File: src/rtl/vdptr_ram.sv
// Generic single-write, single-read synchronous RAM with a registered read.
module vdptr_ram #(
    parameter int WIDTH = 8,
    parameter int DEPTH = 16
) (
    input  logic                     i_clk,
    input  logic                     i_we,
    input  logic [$clog2(DEPTH)-1:0] i_waddr,
    input  logic [WIDTH-1:0]         i_wdata,
    input  logic                     i_re,
    input  logic [$clog2(DEPTH)-1:0] i_raddr,
    output logic [WIDTH-1:0]         o_rdata
);
    logic [WIDTH-1:0] r_mem [DEPTH];
    logic [WIDTH-1:0] r_rdata;

    always_ff @(posedge i_clk) begin
        if (i_we) begin
            r_mem[i_waddr] <= i_wdata;
        end
        if (i_re) begin
            r_rdata <= r_mem[i_raddr];
        end
    end

    assign o_rdata = r_rdata;
endmodule

File: config.mk
export PLATFORM = sky130hd
export DESIGN_NAME = vdptr_ram
export DESIGN_NICKNAME = d
export VERILOG_FILES = /design/src/rtl/vdptr_ram.sv
export SDC_FILE = /design/constraint.sdc
export NUM_CORES = 1
export LEC_CHECK = 0
export ABC_CLOCK_PERIOD_IN_PS = 2650
export BUFFER_PORTS_ARGS = -buffer_cell sky130_fd_sc_hd__buf_2
export CORE_ASPECT_RATIO = 1.25
export CORE_MARGIN = 2
export CORE_UTILIZATION = 50
export CTS_BUF_LIST = sky130_fd_sc_hd__clkbuf_4 sky130_fd_sc_hd__clkbuf_8 sky130_fd_sc_hd__clkbuf_16
export CTS_CLUSTER_DIAMETER = 50
export CTS_CLUSTER_SIZE = 25
export DETAILED_ROUTE_END_ITERATION = 8
export GPL_ROUTABILITY_DRIVEN = 0
export PLACE_DENSITY_LB_ADDON = 0.15
export SLEW_MARGIN = 20
export SYNTH_ARGS = -nofsm -noshare
export SYNTH_HDL_FRONTEND = slang
export SYNTH_SLANG_ARGS = --single-unit
File: constraint.sdc
create_clock -name i_clk -period 2.65 [get_ports i_clk]
set_clock_uncertainty 0.2 [all_clocks]
set_input_delay 0.265 -clock i_clk [delete_from_list [all_inputs] [get_ports i_clk]]
set_output_delay 0.265 -clock i_clk [all_outputs]
set_load 0.01 [all_outputs]
; After elaboration in Yosys (flattened, before gate mapping)
; Memory sizes are Yosys's and may differ from the RTL's. A register that Yosys moved wholly into a read port is not among the register bits.
; Cells that the tools add are included.
[op_classes]
muxes = 2
addsub = 0
div_mod_pow = 0
n_bitwise = 0
n_shift = 0
eq_ne = 0
reduce_logical = 0
mul = 0
n_lt_le_gt_ge = 0
[op_table]
columns = cell, count
row1 = $mux 1, 2
[totals]
latch_bits = 0
n_memories = 1
ff_bits = 0
mem_bits_ro = 0
out_inout_bits = 8
ramBits = 128
[memory_table]
columns = name, words, word_bits, rd, rd_ports_with_merged_regs, wr, line
row1 = r_mem, 16, 8, 1, 1, 1, 14  ; logic [WIDTH-1:0] r_mem [DEPTH];

; Logic depth before layout (Yosys ltp)
; Gate-level depths: netlist of run 1.
[logic_depth]
ltp_word = 2
depth_mapped = 5
depth_no_buf = 3

; Least setup slack after synthesis of run 1
; No wires, ideal clock.
[synth_timing]
path_kind = input-to-reg
from = input i_waddr[2]
to = memory r_mem[0][0] (enable)
path_slack_ns = 0.692
setup_time_ns = 0.383
cell_stages = 2
path_buffers = 0
t_arrival_ns = 1.375
path_cell_list = or3b_2 nor3_1
[synth_rtl]
columns = item, line
row1 = from (decl), 8  ; input logic [$clog2(DEPTH)-1:0] i_waddr,
row2 = to (decl), 14
; Straight into the memory's write port.

==> flow_summary.ini, run 1 <==
[final_layout]
drive_gt1_share_pct = 31.1
n_fill_cell = 728
antenna_cells = 0
multi_input_area_um2 = 1060
finalNetCount = 302
areaGrowthSynthToFinish_pct = 19.1
stdcell_count = 425
regArea_um2 = 4080

[worst_setup_path]
rr_worst_depth = 3
path_cells = mux4_1 > a22oi_1 > nand2_1
critical_path_class = register to register
critPathMaxFanout = 1
cp_slowest_cell = mux4_1
crit_start = r_mem[1][1]$_DFFE_PP_
start_kind = register
endpoint_kind = register
r2r-start = r_mem[1][1]$_DFFE_PP_
crit_required_ns = 2.60
arrival_ns = 1.64
max_stage_delay_ns = 0.50

[floorplan]
die_h_um = 118
ios = 27
coreArea_um2 = 10200
start_util_pct = 51.5
rows = 41
fp.dieW_um = 95.5
die_area_um2 = 11300

[timing]
slew_headroom_pct = 47.6
min_period_ns = 1.69
tightestPinTransition_ns = 0.782
post-route-period-util_pct = 63.7
worst_slack_ns = 0.963
rsz0062_at_grt = no
whs_ns = 0.0330
fin_setup_tns_ns = 0
fmax_ghz = 0.593
drv_slew = 0
hold_violations = 0
setup_violations = 0

[global_routing]
track_usage_pct = 19.9
grt_max_degree = 33
grt_pass1_wl_mm = 15.3
overflow = 0
antenna_found_initial = 0
grt_pass1_vias = 2505

[synthesis]
yosysTopAreaCell = edfxtp_1
syn_nets = 248
netlist_top_cells_area = edfxtp_1 (78%), mux4_2 (7.8%), mux4_1 (7.0%), a22oi_1 (2.3%), nor2_1 (0.93%)
syn_area_um2 = 5230
seq_area_frac_synth_pct = 78.1
syn_inst = 229
ys_seq_elements = 136
synthDistinctLibCells = 18
synth.top_cell.area_share_pct = 78.1
syn_avg_cell_area_um2 = 22.8
synth_warnings = 0

[pwr]
p_comb_share_pct = 4.4
pwr-share-seq_pct = 47.5
switching_share_pct = 18.1
p_int_uw = 4200
p_total_uw = 5130
leakagePower_uw = 0.00213
p_clk_share_pct = 48.1
peakVddDrop_v = 0.000528
power.net_switching_uw = 929
cellPowerDensity_nw_per_um2 = 823

[routing]
wl_mm = 10.0
first_pass_iters = 4
vias_per_cell = 5.64
vias = 2397
ant_nets = 0
wire_per_inst_um = 23.6
drt-initial-drc-count = 127
drc = 0

[placement]
place_ws_ns = 0.517
dp_cells = 393
dp_hpwl_mm = 6.35
port_buffers = 26

[run_status]
status = finished clean

[clocking]
cts-root-buf = clkbuf_16
cts_setup_buffers = 0
cts_hold_buf = 0
insertion_delay_ns = 0.40
cts_tree = done
cts_buffers = 17
ctsHtreeMaxLevel = 4
cts.clk_slew.worst_paths_ns = 0.06
cts.path.max_buffers = 2
post_cts_resize_count = 0
clock_sinks = 136

[min_path]
hp-class = input port to register
hold_depth = 1
hp-start = i_re

[flow_run]
cap_viol_max_count = 0
final timing paths:
kind | slack, ns | end
setup reg to reg | 0.96 | o_rdata[1]$_DFFE_PP_
hold / removal | 0.03 | o_rdata[2]$_DFFE_PP_
hold reg to reg | 0.54 | o_rdata[2]$_DFFE_PP_
setup / recovery | 0.96 | o_rdata[1]$_DFFE_PP_
per-stage QoR:
step                instance area [µm²]  util [%]
finish                             6230      61.3
global route                       6230      61.3
CTS                                6230      61.3
detailed placement                 5600      55.1
global placement                   5600      55.1
floorplan                          5230         -
layout make-up:
cell class                      count  area share (%)
Clock inverter                     12            2.89
Timing Repair Buffer               45            4.78
Sequential cell                   136            65.6
Tap cell                          129            2.59
Multi-Input combinational cell     83            17.0
Clock buffer                       20            7.19
flip-flops by register name, indices dropped and copies added (netlist names):
signal   cells
r_mem      128
o_rdata      8
power groups by stage:
stage	clock (µW)	sequential (µW)	combinational, µW
floorplan	0	2480	122
global placement	0	2480	224
detailed placement	0	2480	228
CTS	2510	2440	228
global route	2600	2440	245
finish	2470	2440	223
cell usage in the layout (no fill, tap or decap):
| master | synthesis | final |
|---|---|---|
| mux4_1 | 14 | 14 |
| and2_1 | 1 | 1 |
| buf_12 | 0 | 2 |
| clkinv_2 | 0 | 3 |
| mux4_2 | 18 | 18 |
| buf_2 | 3 | 26 |
| a22oi_1 | 16 | 16 |
| and2b_1 | 1 | 1 |
| nand3b_1 | 2 | 2 |
| or3b_2 | 1 | 1 |
| clkbuf_16 | 0 | 17 |
| nand3_1 | 1 | 1 |
| buf_4 | 1 | 17 |
| nor2_1 | 13 | 13 |
| nand2b_1 | 2 | 2 |
| clkinv_1 | 0 | 4 |
| bufinv_16 | 0 | 5 |
| nand2_1 | 9 | 9 |
| nor2b_1 | 1 | 1 |
| edfxtp_1 | 136 | 136 |
| nor3_1 | 4 | 4 |
| clkbuf_4 | 0 | 3 |
per-layer routing:
metal  global-route usage (%)  share of wire [%]  up-vias  routed length, µm
met2                     32.1                 53       70               5370
met1                     26.0                 41     1227               4130
met5                        0                  0        -                  0
met4                     6.96                1.2        0                122
met3                     5.61                4.2       11                426
li1                         -                  -     1089                  -
cells in the mapped netlist (all sizes together):
| library cell | instances |
|---|---|
| nor3 | 4 |
| nor2b | 1 |
| nand2b | 2 |
| edfxtp | 136 |
| a22oi | 16 |
| nand2 | 9 |
| nand3 | 1 |
| or3b | 1 |
| buf | 7 |
| nor2 | 13 |
| mux4 | 32 |
| nand3b | 2 |
| and2 | 1 |
| clkdlybuf4s25 | 3 |
| and2b | 1 |
cells by family (layout without fill, tap and decap cells):
group / after synthesis / after routing / share of synthesized area, %
AO/OA/AOI/OAI: 16 / 16 / 2.30
buffers and inverters: 10 / 77 / 1.65
flip-flops: 136 / 136 / 78.1
multiplexers: 32 / 32 / 14.8
AND/OR/NAND/NOR: 35 / 35 / 3.14
worst max-delay path, delay by kind of cell, from the launching register on:
| family | cells | cell delay (ns) |
|---|---|---|
| and+or+nand+nor | 1 | 0.09 |
| muxes | 1 | 0.50 |
| AOI/OAI and AO/OA | 1 | 0.30 |
| DFF | 1 | 0.35 |
(Power assumes the default switching activity.)
==> run 2: changes to the inputs <==
--- a/config.mk
+++ b/config.mk
@@ -5,7 +5,7 @@
 export SDC_FILE = /design/constraint.sdc
 export NUM_CORES = 1
 export LEC_CHECK = 0
-export ABC_CLOCK_PERIOD_IN_PS = 2650
+export ABC_CLOCK_PERIOD_IN_PS = 1360
 export BUFFER_PORTS_ARGS = -buffer_cell sky130_fd_sc_hd__buf_2
 export CORE_ASPECT_RATIO = 1.25
 export CORE_MARGIN = 2
==> constraint.sdc (replaced) <==
create_clock -name i_clk -period 1.36 [get_ports i_clk]
set_clock_uncertainty 0.2 [all_clocks]
set_input_delay 0.136 -clock i_clk [delete_from_list [all_inputs] [get_ports i_clk]]
set_output_delay 0.136 -clock i_clk [all_outputs]
set_load 0.01 [all_outputs]
==> run 2 against run 1 <==
Against the previous run: the flow now finishes with violations (negative setup slack); maximum frequency is 4.7% higher; largest power group is now sequential cells; final area rose by 3.5%; sequential share of layout area fell by 2.2 points; core utilization grew 2.1 points; power is 86% higher; worst setup slack got worse by 1.2 ns; via count up 3.9%; critical path depth unchanged; routed wire length is 1.0% higher; critical endpoint is now o_rdata[6]$_DFFE_PP_.
==> flow_summary.ini, run 2 (synthesized netlist as in run 1, its figures left out) <==
[timing]
setup_violations = 8
min_period_ns = 1.61
hold_violations = 0
post-route-period-util_pct = 118
tightestPinTransition_ns = 0.925
slew_headroom_pct = 38.1
drv_slew = 0
worst_slack_ns = -0.251
fin_setup_tns_ns = -1.86
rsz0062_at_grt = yes
fmax_ghz = 0.621

[pwr]
p_comb_share_pct = 5.6
switching_share_pct = 19.4
cellPowerDensity_nw_per_um2 = 1480
power.net_switching_uw = 1840
p_int_uw = 7680
peakVddDrop_v = 0.000846
p_total_uw = 9530
leakagePower_uw = 0.00219
pwr-share-seq_pct = 49.9
p_clk_share_pct = 44.5

[routing]
ant_nets = 0
vias_per_cell = 5.48
vias = 2490
wl_mm = 10.2
drc = 0
wire_per_inst_um = 22.4
drt-initial-drc-count = 207
first_pass_iters = 4

[floorplan]
die_h_um = 118
die_area_um2 = 11300
ios = 27
rows = 41
coreArea_um2 = 10200
start_util_pct = 51.5
fp.dieW_um = 95.5

[worst_setup_path]
start_kind = register
critPathMaxFanout = 1
r2r-end = o_rdata[6]$_DFFE_PP_
critical_path_class = register to register
crit_required_ns = 1.32
arrival_ns = 1.57
r2r_slack_ns = -0.25
r2r-start = r_mem[3][6]$_DFFE_PP_
endpoint_kind = register
rr_worst_depth = 3

[run_status]
status = complete, but fails checks
violations = negative setup slack

[clocking]
clock_sinks = 136
cts_tree = done
ctsHtreeMaxLevel = 4
insertion_delay_ns = 0.40
cts-root-buf = clkbuf_16
cts.path.max_buffers = 2
cts.clk_slew.worst_paths_ns = 0.06
cts_buffers = 17

[final_layout]
finalNetCount = 331
top_register = r_mem
mostFrequentLayoutCells = edfxtp_1 (136), buf_4 (36), mux4_2 (32)
largest_reg_flops = 128
final_common_cell = edfxtp_1
areaGrowthSynthToFinish_pct = 23.3
antenna_cells = 0
drive_gt1_share_pct = 42.8

[min_path]
hp-class = input port to register
hp-start = i_waddr[3]
hold_depth = 3
min_to = r_mem[2][0]$_DFFE_PP_

[global_routing]
antenna_found_initial = 0
overflow = 0
grt_max_degree = 19
grt_pass1_wl_mm = 15.7
grt_pass1_vias = 2731
track_usage_pct = 20.3

[flow_run]
cap_viol_max_count = 0

[placement]
dp_hpwl_mm = 6.83
port_buffers = 26
==> run 2: power groups by stage <==
stage	Combinational [µW]	Clock (µW)	Sequential [µW]
2_1_floorplan	268	0	4840
6_report	534	4240	4750
3_3_place_gp	499	0	4830
4_1_cts	543	4310	4750
3_5_place_dp	506	0	4840
5_1_grt	582	4490	4760
==> run 2: critical path, stage by stage, from the launching register on <==
cell,delay (ns)
edfxtp_1,0.36
mux4_2,0.46
a22oi_1,0.27
nand2_1,0.08
==> run 2: metrics by stage <==
step	utilization (%)	hold WS, ns	worst slack [ns]	cell area, µm²	std cells
after floorplan	-	0.0349	-0.176	5260	229
after global placement	56.8	0.327	-0.592	5770	413
after detailed placement	56.8	0.327	-0.603	5770	413
after CTS	63.4	0.0836	-0.247	6440	454
after global routing	63.4	0.115	-0.284	6440	454
final	63.4	0.0961	-0.251	6440	454
==> run 2: layout make-up <==
| type | instances | area [µm²] |
|---|---|---|
| timing repair buffer | 74 | 551 |
| clock buffer | 20 | 448 |
| multi-input combinational | 83 | 1090 |
| tap | 129 | 161 |
| clock inverter | 12 | 109 |
| fill | 701 | 3710 |
| sequential | 136 | 4080 |
==> run 2: worst max path at each step <==
stage	endpoint	depth (start not counted)	slack (ns)	from
2_1_floorplan	o_rdata[1]$_DFFE_PP_	5	-0.18	i_raddr[0]
6_report	o_rdata[6]$_DFFE_PP_	3	-0.25	r_mem[3][6]$_DFFE_PP_
3_3_place_gp	o_rdata[5]$_DFFE_PP_	5	-0.59	i_raddr[0]
4_1_cts	o_rdata[3]$_DFFE_PP_	3	-0.25	r_mem[3][3]$_DFFE_PP_
3_5_place_dp	o_rdata[1]$_DFFE_PP_	5	-0.60	i_raddr[0]
5_1_grt	o_rdata[3]$_DFFE_PP_	3	-0.28	r_mem[3][3]$_DFFE_PP_
==> run 2: what timing repair did <==
action / 4_1_cts / 5_1_grt
hold buffers: 9 / 0
buffers inserted: 0 / 0
resized for setup: 7 / 1
pin swaps: 5 / 2
hold endpoints to repair: 136 / 0
endpoints found under the setup margin: 8 / 8
==> run 2: routing by layer <==
layer,GRT usage [%],up-vias,wire [µm]
met5,0,-,0
met4,6.96,0,49
met3,5.16,2,408
met2,33.1,61,5450
met1,26.5,1297,4240
li1,-,1130,-
