[src/rtl/vdptr_pkg.sv]
// Package with the shared constants, types and tables of the text render and dither block.
package vdptr_pkg;

    // Video memory geometry. The pointer and all memory addresses are 17 bits wide.
    localparam int VA_W      = 17;
    localparam int VRAM_SIZE = 1 << VA_W;
    localparam int PTR_LOW_W = 14;

    // Number of implemented control registers.
    localparam int REG_COUNT = 47;

    // Command codes of an input transaction.
    localparam int          CMD_W     = 2;
    localparam logic [1:0]  CMD_READ  = 2'd0;
    localparam logic [1:0]  CMD_WRITE = 2'd1;
    localparam logic [1:0]  CMD_PIXEL = 2'd2;

    // Port addresses on the bus.
    localparam logic [15:0] PORT_DATA     = 16'hFF78;
    localparam logic [15:0] PORT_CTRL     = 16'hFF79;
    localparam logic [15:0] PORT_INDIRECT = 16'hFF7B;

    // Register numbers that have an effect.
    localparam logic [5:0] REG_NAME_BASE = 6'd2;
    localparam logic [5:0] REG_PAT_BASE  = 6'd4;
    localparam logic [5:0] REG_COLOR     = 6'd7;
    localparam logic [5:0] REG_PTR_HIGH  = 6'd14;
    localparam logic [5:0] REG_INDIRECT  = 6'd17;

    // Text window: 80 columns of 6-pixel glyphs centered on a 640-pixel line.
    localparam int TEXT_LEFT  = 80;
    localparam int TEXT_RIGHT = 560;
    localparam int TEXT_LINES = 212;

    // floor(tx * 171 / 1024) equals floor(tx / 6) for every tx below 480.
    localparam int DIV6_MUL = 171;

    // Per-pixel context handed from the fetch pipeline to the color stage.
    typedef struct packed {
        logic [2:0] glyph_col;
        logic [3:0] fg;
        logic [3:0] bg;
        logic [1:0] row;
        logic [1:0] col;
    } t_px_ctx;

    // One result transaction.
    typedef struct packed {
        logic       is_pixel;
        logic [7:0] read_data;
        logic [2:0] pixel_rgb;
    } t_result;

    // Default palette, 3 bits per channel packed as 0RRR0GGG0BBB.
    function automatic logic [11:0] palette_color(input logic [3:0] idx);
        logic [11:0] c;
        case (idx)
            4'd0:    c = 12'h000;
            4'd1:    c = 12'h000;
            4'd2:    c = 12'h021;
            4'd3:    c = 12'h032;
            4'd4:    c = 12'h011;
            4'd5:    c = 12'h113;
            4'd6:    c = 12'h200;
            4'd7:    c = 12'h133;
            4'd8:    c = 12'h300;
            4'd9:    c = 12'h311;
            4'd10:   c = 12'h330;
            4'd11:   c = 12'h332;
            4'd12:   c = 12'h020;
            4'd13:   c = 12'h213;
            4'd14:   c = 12'h222;
            default: c = 12'h333;
        endcase
        return c;
    endfunction

    // 4x4 ordered dither thresholds, indexed by line and column modulo 4.
    function automatic logic [3:0] dither_threshold(input logic [1:0] row,
                                                    input logic [1:0] col);
        logic [3:0] t;
        case ({row, col})
            4'h0:    t = 4'd0;
            4'h1:    t = 4'd8;
            4'h2:    t = 4'd2;
            4'h3:    t = 4'd10;
            4'h4:    t = 4'd12;
            4'h5:    t = 4'd4;
            4'h6:    t = 4'd14;
            4'h7:    t = 4'd6;
            4'h8:    t = 4'd3;
            4'h9:    t = 4'd11;
            4'hA:    t = 4'd1;
            4'hB:    t = 4'd9;
            4'hC:    t = 4'd15;
            4'hD:    t = 4'd7;
            4'hE:    t = 4'd13;
            default: t = 4'd5;
        endcase
        return t;
    endfunction

endpackage

[src/rtl/vdptr_dither.sv]
// Glyph bit selection, palette lookup and ordered dither of one text pixel.
module vdptr_dither (
    input  logic               [7:0] i_font,
    input  vdptr_pkg::t_px_ctx       i_ctx,
    output logic               [2:0] o_rgb
);
    import vdptr_pkg::*;

    logic        on;
    logic [11:0] color;
    logic [3:0]  thr;

    // The leftmost glyph column is the most significant font bit.
    assign on    = i_font[3'd7 - i_ctx.glyph_col];
    assign color = palette_color(on ? i_ctx.fg : i_ctx.bg);
    assign thr   = dither_threshold(i_ctx.row, i_ctx.col);

    // A channel lights when twice its level plus the threshold exceeds 15.
    assign o_rgb[2] = ({1'b0, color[10:8], 1'b0} + {1'b0, thr}) > 5'd15;
    assign o_rgb[1] = ({1'b0, color[6:4], 1'b0} + {1'b0, thr}) > 5'd15;
    assign o_rgb[0] = ({1'b0, color[2:0], 1'b0} + {1'b0, thr}) > 5'd15;
endmodule
[config.mk]
export PLATFORM = sky130hd
export DESIGN_NAME = vdptr_dither
export DESIGN_NICKNAME = d
export VERILOG_FILES = /design/src/rtl/vdptr_pkg.sv /design/src/rtl/vdptr_dither.sv
export SDC_FILE = /design/constraint.sdc
export NUM_CORES = 1
export LEC_CHECK = 0
export BUFFER_PORTS_ARGS = -buffer_cell sky130_fd_sc_hd__buf_2
export CORE_AREA = 2 2 39 41
export DETAILED_ROUTE_END_ITERATION = 10
export DIE_AREA = 0 0 41 43
export GPL_TIMING_DRIVEN = 0
export SLEW_MARGIN = 20
export SYNTH_ARGS = -nofsm -noshare
export SYNTH_HDL_FRONTEND = slang
export SYNTH_SLANG_ARGS = --single-unit
[constraint.sdc]
create_clock -name vclk -period 7
set_clock_uncertainty 0.1 [all_clocks]
set_input_delay 2.1 -clock vclk [all_inputs]
set_output_delay 2.1 -clock vclk [all_outputs]
set_load 0.05 [all_outputs]
== Word-level counts from Yosys, hierarchy flattened ==
Memories as Yosys holds them, arrays and structs flattened.
Index checks and enable logic that the tools add are counted.

* Multiply operators: 0
* Shift operators: 0
* Bitwise operators: 0
* Add/subtract/negate cells: 4
* Reduce and logical (&&, ||, !) cells: 0
* Magnitude comparators: 4
* Div/mod/pow operators: 0
* Multiplexer cells: 3
* Equal/unequal tests: 0

{| class="wikitable"
|+ Operators with widths
! cell !! count
|-
| 4-bit by 4-bit adder with 5-bit output || 3
|-
| 5-bit by 4-bit greater-than comparator with 1-bit output (second input constant) || 3
|-
| 3-bit by 4-bit < comparator with 1-bit output (second input constant) || 1
|-
| 4-bit two-way mux || 1
|-
| 1-bit binary-select mux with 3-bit select || 1
|-
| 3-bit subtractor (first input constant) || 1
|-
| 1-bit two-way mux || 1
|}

* Input port bits: 23
* Flip-flop bits (word level): 0
* Latch bits: 0
* Memory bits (read-only): 160
* Memories kept: 2
* RAM bits: 0
* Output and inout bits: 3

{| class="wikitable"
|+ Memory list
! name !! depth !! width !! rd ports !! clocked after memory_dff !! write ports !! RTL line !! text
|-
| (no name shown) || 16 || 6 || 1 || 0 || 0 || vdptr_pkg.sv:57 || <nowiki>case (idx)</nowiki>
|-
| (no name shown) || 16 || 4 || 1 || 0 || 0 || vdptr_pkg.sv:82 || <nowiki>case ({row, col})</nowiki>
|}

== Depth between registers and ports, before layout ==
An unclocked memory read counts as a cell.

* Depth in word-level cells: 7
* Depth in mapped cells: 10
* Depth with buffers taken out: 8

== Worst setup path after synthesis ==
Ideal clock, no wire load.

* Path kind: input to output
* Start: input port i_ctx[12] (netlist name)
* End: output port o_rgb[0]
* Data required time: 4.800 ns
* Slack: 0.324 ns
* Arrival: 4.476 ns
* Stages on the path: 10
* Cells stage by stage: buf_4 > mux2i_1 > mux4_2 > buf_6 > mux2i_1 > o21ai_1 > a21o_1 > ha_1 > a21oi_1 > nor2_1

* Longest elaborated chain between the ends: 7

{| class="wikitable"
|+ RTL lines
! element !! RTL line !! text
|-
| start, declared || vdptr_dither.sv:4 || <nowiki>input vdptr_pkg::t_px_ctx i_ctx,</nowiki>
|-
| 3-bit subtractor || vdptr_dither.sv:14 || <nowiki>assign on = i_font[3'd7 - i_ctx.glyph_col];</nowiki>
|-
| 1-bit binary-select mux with 3-bit select || vdptr_dither.sv:14 ||
|-
| 1-bit two-way mux (implied by the code) || vdptr_dither.sv:14 ||
|-
| 4-bit two-way mux || vdptr_dither.sv:15 || <nowiki>assign color = palette_color(on ? i_ctx.fg : i_ctx.bg);</nowiki>
|-
| memory 16 x 6 bit || -- ||
|-
| 4-bit by 4-bit adder with 5-bit output || vdptr_dither.sv:21 || <nowiki>assign o_rgb[0] = ({1'b0, color[2:0], 1'b0} + {1'b0, thr}) > 5'd15;</nowiki>
|-
| 5-bit by 4-bit greater-than comparator with 1-bit output || vdptr_dither.sv:21 ||
|-
| end, declared || vdptr_dither.sv:5 || <nowiki>output logic [2:0] o_rgb</nowiki>
|}

No other way between the ends. The select of a mux whose other input is x is not followed.

== Final worst setup path ==
* Start: input port i_ctx[12] (netlist name)
* End: output port o_rgb[1]

* Longest elaborated chain between the ends: 7

{| class="wikitable"
|+ RTL lines
! element !! RTL line !! text
|-
| 3-bit subtractor || vdptr_dither.sv:14 ||
|-
| 1-bit binary-select mux with 3-bit select || vdptr_dither.sv:14 ||
|-
| 1-bit two-way mux (implied by the code) || vdptr_dither.sv:14 ||
|-
| 4-bit two-way mux || vdptr_dither.sv:15 ||
|-
| memory 16 x 6 bit || -- ||
|-
| 4-bit by 4-bit adder with 5-bit output || vdptr_dither.sv:20 || <nowiki>assign o_rgb[1] = ({1'b0, color[6:4], 1'b0} + {1'b0, thr}) > 5'd15;</nowiki>
|-
| 5-bit by 4-bit greater-than comparator with 1-bit output || vdptr_dither.sv:20 ||
|}

No other way between the ends. The select of a mux whose other input is x is not followed.

==> results summary <==
The number of cells on the worst hold path came out at 4. The slowest cell on the critical path is sky130_fd_sc_hd__mux4_2. Setup repair after global routing left no endpoint under its margin. The detailed-route wire length per cell came out at between 10 and 15 um. For this design the ratio of total power to cell area is 98.3 nW/um^2. The placeable core region came out at between 1000 and 1500 um^2. The count of different cell masters after synthesis is 20.

The number of buffers added for setup after CTS came out at 0. The combined flip-flop and latch cell area came out at 0 um^2. In this run the most critical hold path is launched from i_ctx[0].

Routability-driven placement finished with a final weighted congestion of around 0.74. The share of the core filled with cells in the final layout is 43.2%. After Yosys synthesis, full adders, half adders and majority gates account for between 15 and 20% of the synthesized area.

The number of warnings printed during yosys synthesis is 0. The maximum resistive drop on vdd is roughly 0.000048 V. The final net count came out at around 110. Using the TritonRoute via totals, the vias-per-cell ratio works out to roughly 4.9. The worst hold path belongs to the class primary input to output port. For this design the top-level I/O count stands at 26. The biggest area contributor in the post-synthesis netlist is sky130_fd_sc_hd__mux2i_1. Summed over all failing endpoints, the final setup total negative slack is 0 ps. After detailed routing, the number of remaining DRC violations is 0. The run finished with clean final reports. Cells with a size suffix above 1 make up 38.8% of the layout. STA classifies the critical path startpoint as a primary input. For hold timing, the worst endpoint is o_rgb[0]. The setup slack after placement came out at between 400 and 500 ps. The via count of the first global-routing pass is 389. The maximum cell stage delay along the critical path is about 540 ps. Sequential cells were found to cover 0% of the synthesized design area.

After synthesis, the largest family of logic cells by area is multiplexers. From left edge to right edge, the die measures 41 um. The transition time at the pin with the least slew margin came out at around 380 ps. The setup path with the least slack is of type primary input to output port. The number of buffers inserted by port buffering came out at 25. The mean cell area of the mapped netlist came out at around 8 um^2. The worst path setup slack after routing is ~430 ps.

The data required time of the worst path is around 4800 ps. After synthesis the cells add up to 453 um^2. The height of the chip is 43 um.

The final layout contains a sequential cell count of 0. The number of diodes came out at 0. The number of nets with antenna violations after routing came out at 0. The library cell used most frequently in the layout, excluding fill and tap cells, is sky130_fd_sc_hd__buf_2.

The final hold slack came out at 4600 ps. The synthesized netlist devotes between 10% and 20% of its cell area to simple gates. The share of cell area taken by muxes after synthesis is about two fifths. The floorplan step defined a die boundary enclosing approximately 1800 um^2. The maximum clock frequency came out at between 150 and 200 MHz. The final count of hold timing violations is 0. The worst setup path is captured at an output port. The clock buffers instantiated in the layout total 0. The detailed-router iteration count before antenna repair came out at 3.

For this run, the total global-route usage over all layers was measured as 13.3%. After Yosys synthesis, XOR and XNOR cells account for 7.73% of the synthesized area. The top cell types in the final layout, fill and taps aside, are sky130_fd_sc_hd__buf_2 (25), sky130_fd_sc_hd__mux2i_1 (12), sky130_fd_sc_hd__nor2_1 (9). The signal on the critical path passes through buf_4, mux2i_1, mux4_2, buf_6, mux2_4, o32ai_1, o21ai_1, ha_1, a21oi_1, nor2_1, buf_2. After legalization and detailed placement, the total HPWL measured roughly 970 um. The count of standard-cell rows came out at 14. The total wire length after detailed routing came out at between 1000 and 1500 um. The worst pin sits at a relative slew slack of 73.8%. The final worst-path cycle share came out at 93.9%. From synthesis to final layout, the design area changed by 32.0%. Summed over all layers, the global routing overflow is 0. Once the clock tree was built, the resizer swapped 0 gates to a different size.

The starting density of the core is 32.7%. The highest net fanout along the worst path is 10. Across the run, the number of max-cap violations was 0. The leakage dissipation is approximately 0.33 nW. The post-synthesis net count is 84. The DRC marker count from the first detailed-route iteration is 10. The pin count of the biggest net entering global routing came out at 11. The setup violation total in the final timing report came out at 0. The worst path needs 6570 ps of the cycle, external delays included. The wire length of the first global-routing pass came out at 1690 um. The number of instances in the synthesized netlist came out at 55. In this run, post-CTS hold repair placed 0 buffers. The total via count in the routed design came out at 470.

The max-slew violation count came out at 0. The filler cell count came out at between 100 and 150. The top cell type by area accounts for a little over a quarter of the synthesized area.

In the post-synthesis netlist, the biggest area contributors are sky130_fd_sc_hd__mux2i_1 (27%), sky130_fd_sc_hd__ha_1 (17%), sky130_fd_sc_hd__nor2_1 (7.5%). At the worst endpoint, the arrival time is ~4400 ps. The synthesized netlist devotes a little over an eighth of its cell area to compound gates. The initial antenna violation count came to 0.
-- layout make-up --
type / instances / area (um^2) / share of cell area, %
buffer: 2 / 18.8 / 3.14
multi-input combinational: 53 / 434 / 72.6
tap: 16 / 20.0 / 3.35
timing repair buffer: 25 / 125 / 20.9
-- cells in the mapped netlist, drive strengths merged --
library cell and number:
o22ai 1, buf 2, o21ai 2, a21o 2, ha 6, xor2 3
o32ai 1, mux2i 13, nor2b 1, and3 1, a21oi 4, mux2 2
nor2 9, nand2 1, nand2b 5, xnor2 1, mux4 1
-- worst max-delay path, delay by kind of cell --
kind / cells / cell delay (ps)
buffers and inverters: 3 / 530
and+or+nand+nor: 1 / 50
muxes: 3 / 980
adders and majority gates: 1 / 190
AOI/OAI and AO/OA: 3 / 510
-- logic make-up (layout without fill, tap and decap cells) --
| group | count (synthesis) | after routing |
|---|---|---|
| AOI/OAI and AO/OA | 10 | 10 |
| adders and majority gates | 6 | 6 |
| muxes | 16 | 16 |
| and+or+nand+nor | 17 | 17 |
| xor gates and xnor gates | 4 | 4 |
| buffers and inverters | 2 | 27 |
-- report_power, final --
part           leakage [nW]  internal (mW)  total [mW]  switching [mW]
Sequential                0              0           0               0
Combinational         0.331         0.0265      0.0588          0.0323
Clock                     0              0           0               0
-- how the worst max path moves through the flow --
| stage | startpoint | end | slack, ps | cells past startpoint |
|---|---|---|---|---|
| after floorplan | i_ctx[12] | o_rgb[0] | 320 | 10 |
| after global placement | i_ctx[12] | o_rgb[1] | 450 | 11 |
| after detailed placement | i_ctx[12] | o_rgb[1] | 430 | 11 |
| after CTS | i_ctx[12] | o_rgb[1] | 420 | 11 |
| after global routing | i_ctx[12] | o_rgb[1] | 250 | 11 |
| final | i_ctx[12] | o_rgb[1] | 430 | 11 |
-- layer usage --
| layer | vias to the layer above | track usage (%) | routed length [um] |
|---|---|---|---|
| li1 | 248 | - | - |
| met1 | 213 | 15.9 | 458 |
| met2 | 9 | 25.9 | 594 |
| met3 | 0 | 0 | 36 |
| met4 | 0 | 0 | 0 |
| met5 | - | 0 | 0 |
-- metrics by stage --
step	instance area, um^2	instances	power [mW]
final	598	96	0.0588
after global routing	598	96	0.0656
after CTS	598	96	0.0592
after detailed placement	598	96	0.0593
after global placement	598	96	0.0577
after floorplan	453	55	0.0429
No activity file was read; power rests on OpenSTA's default activity.
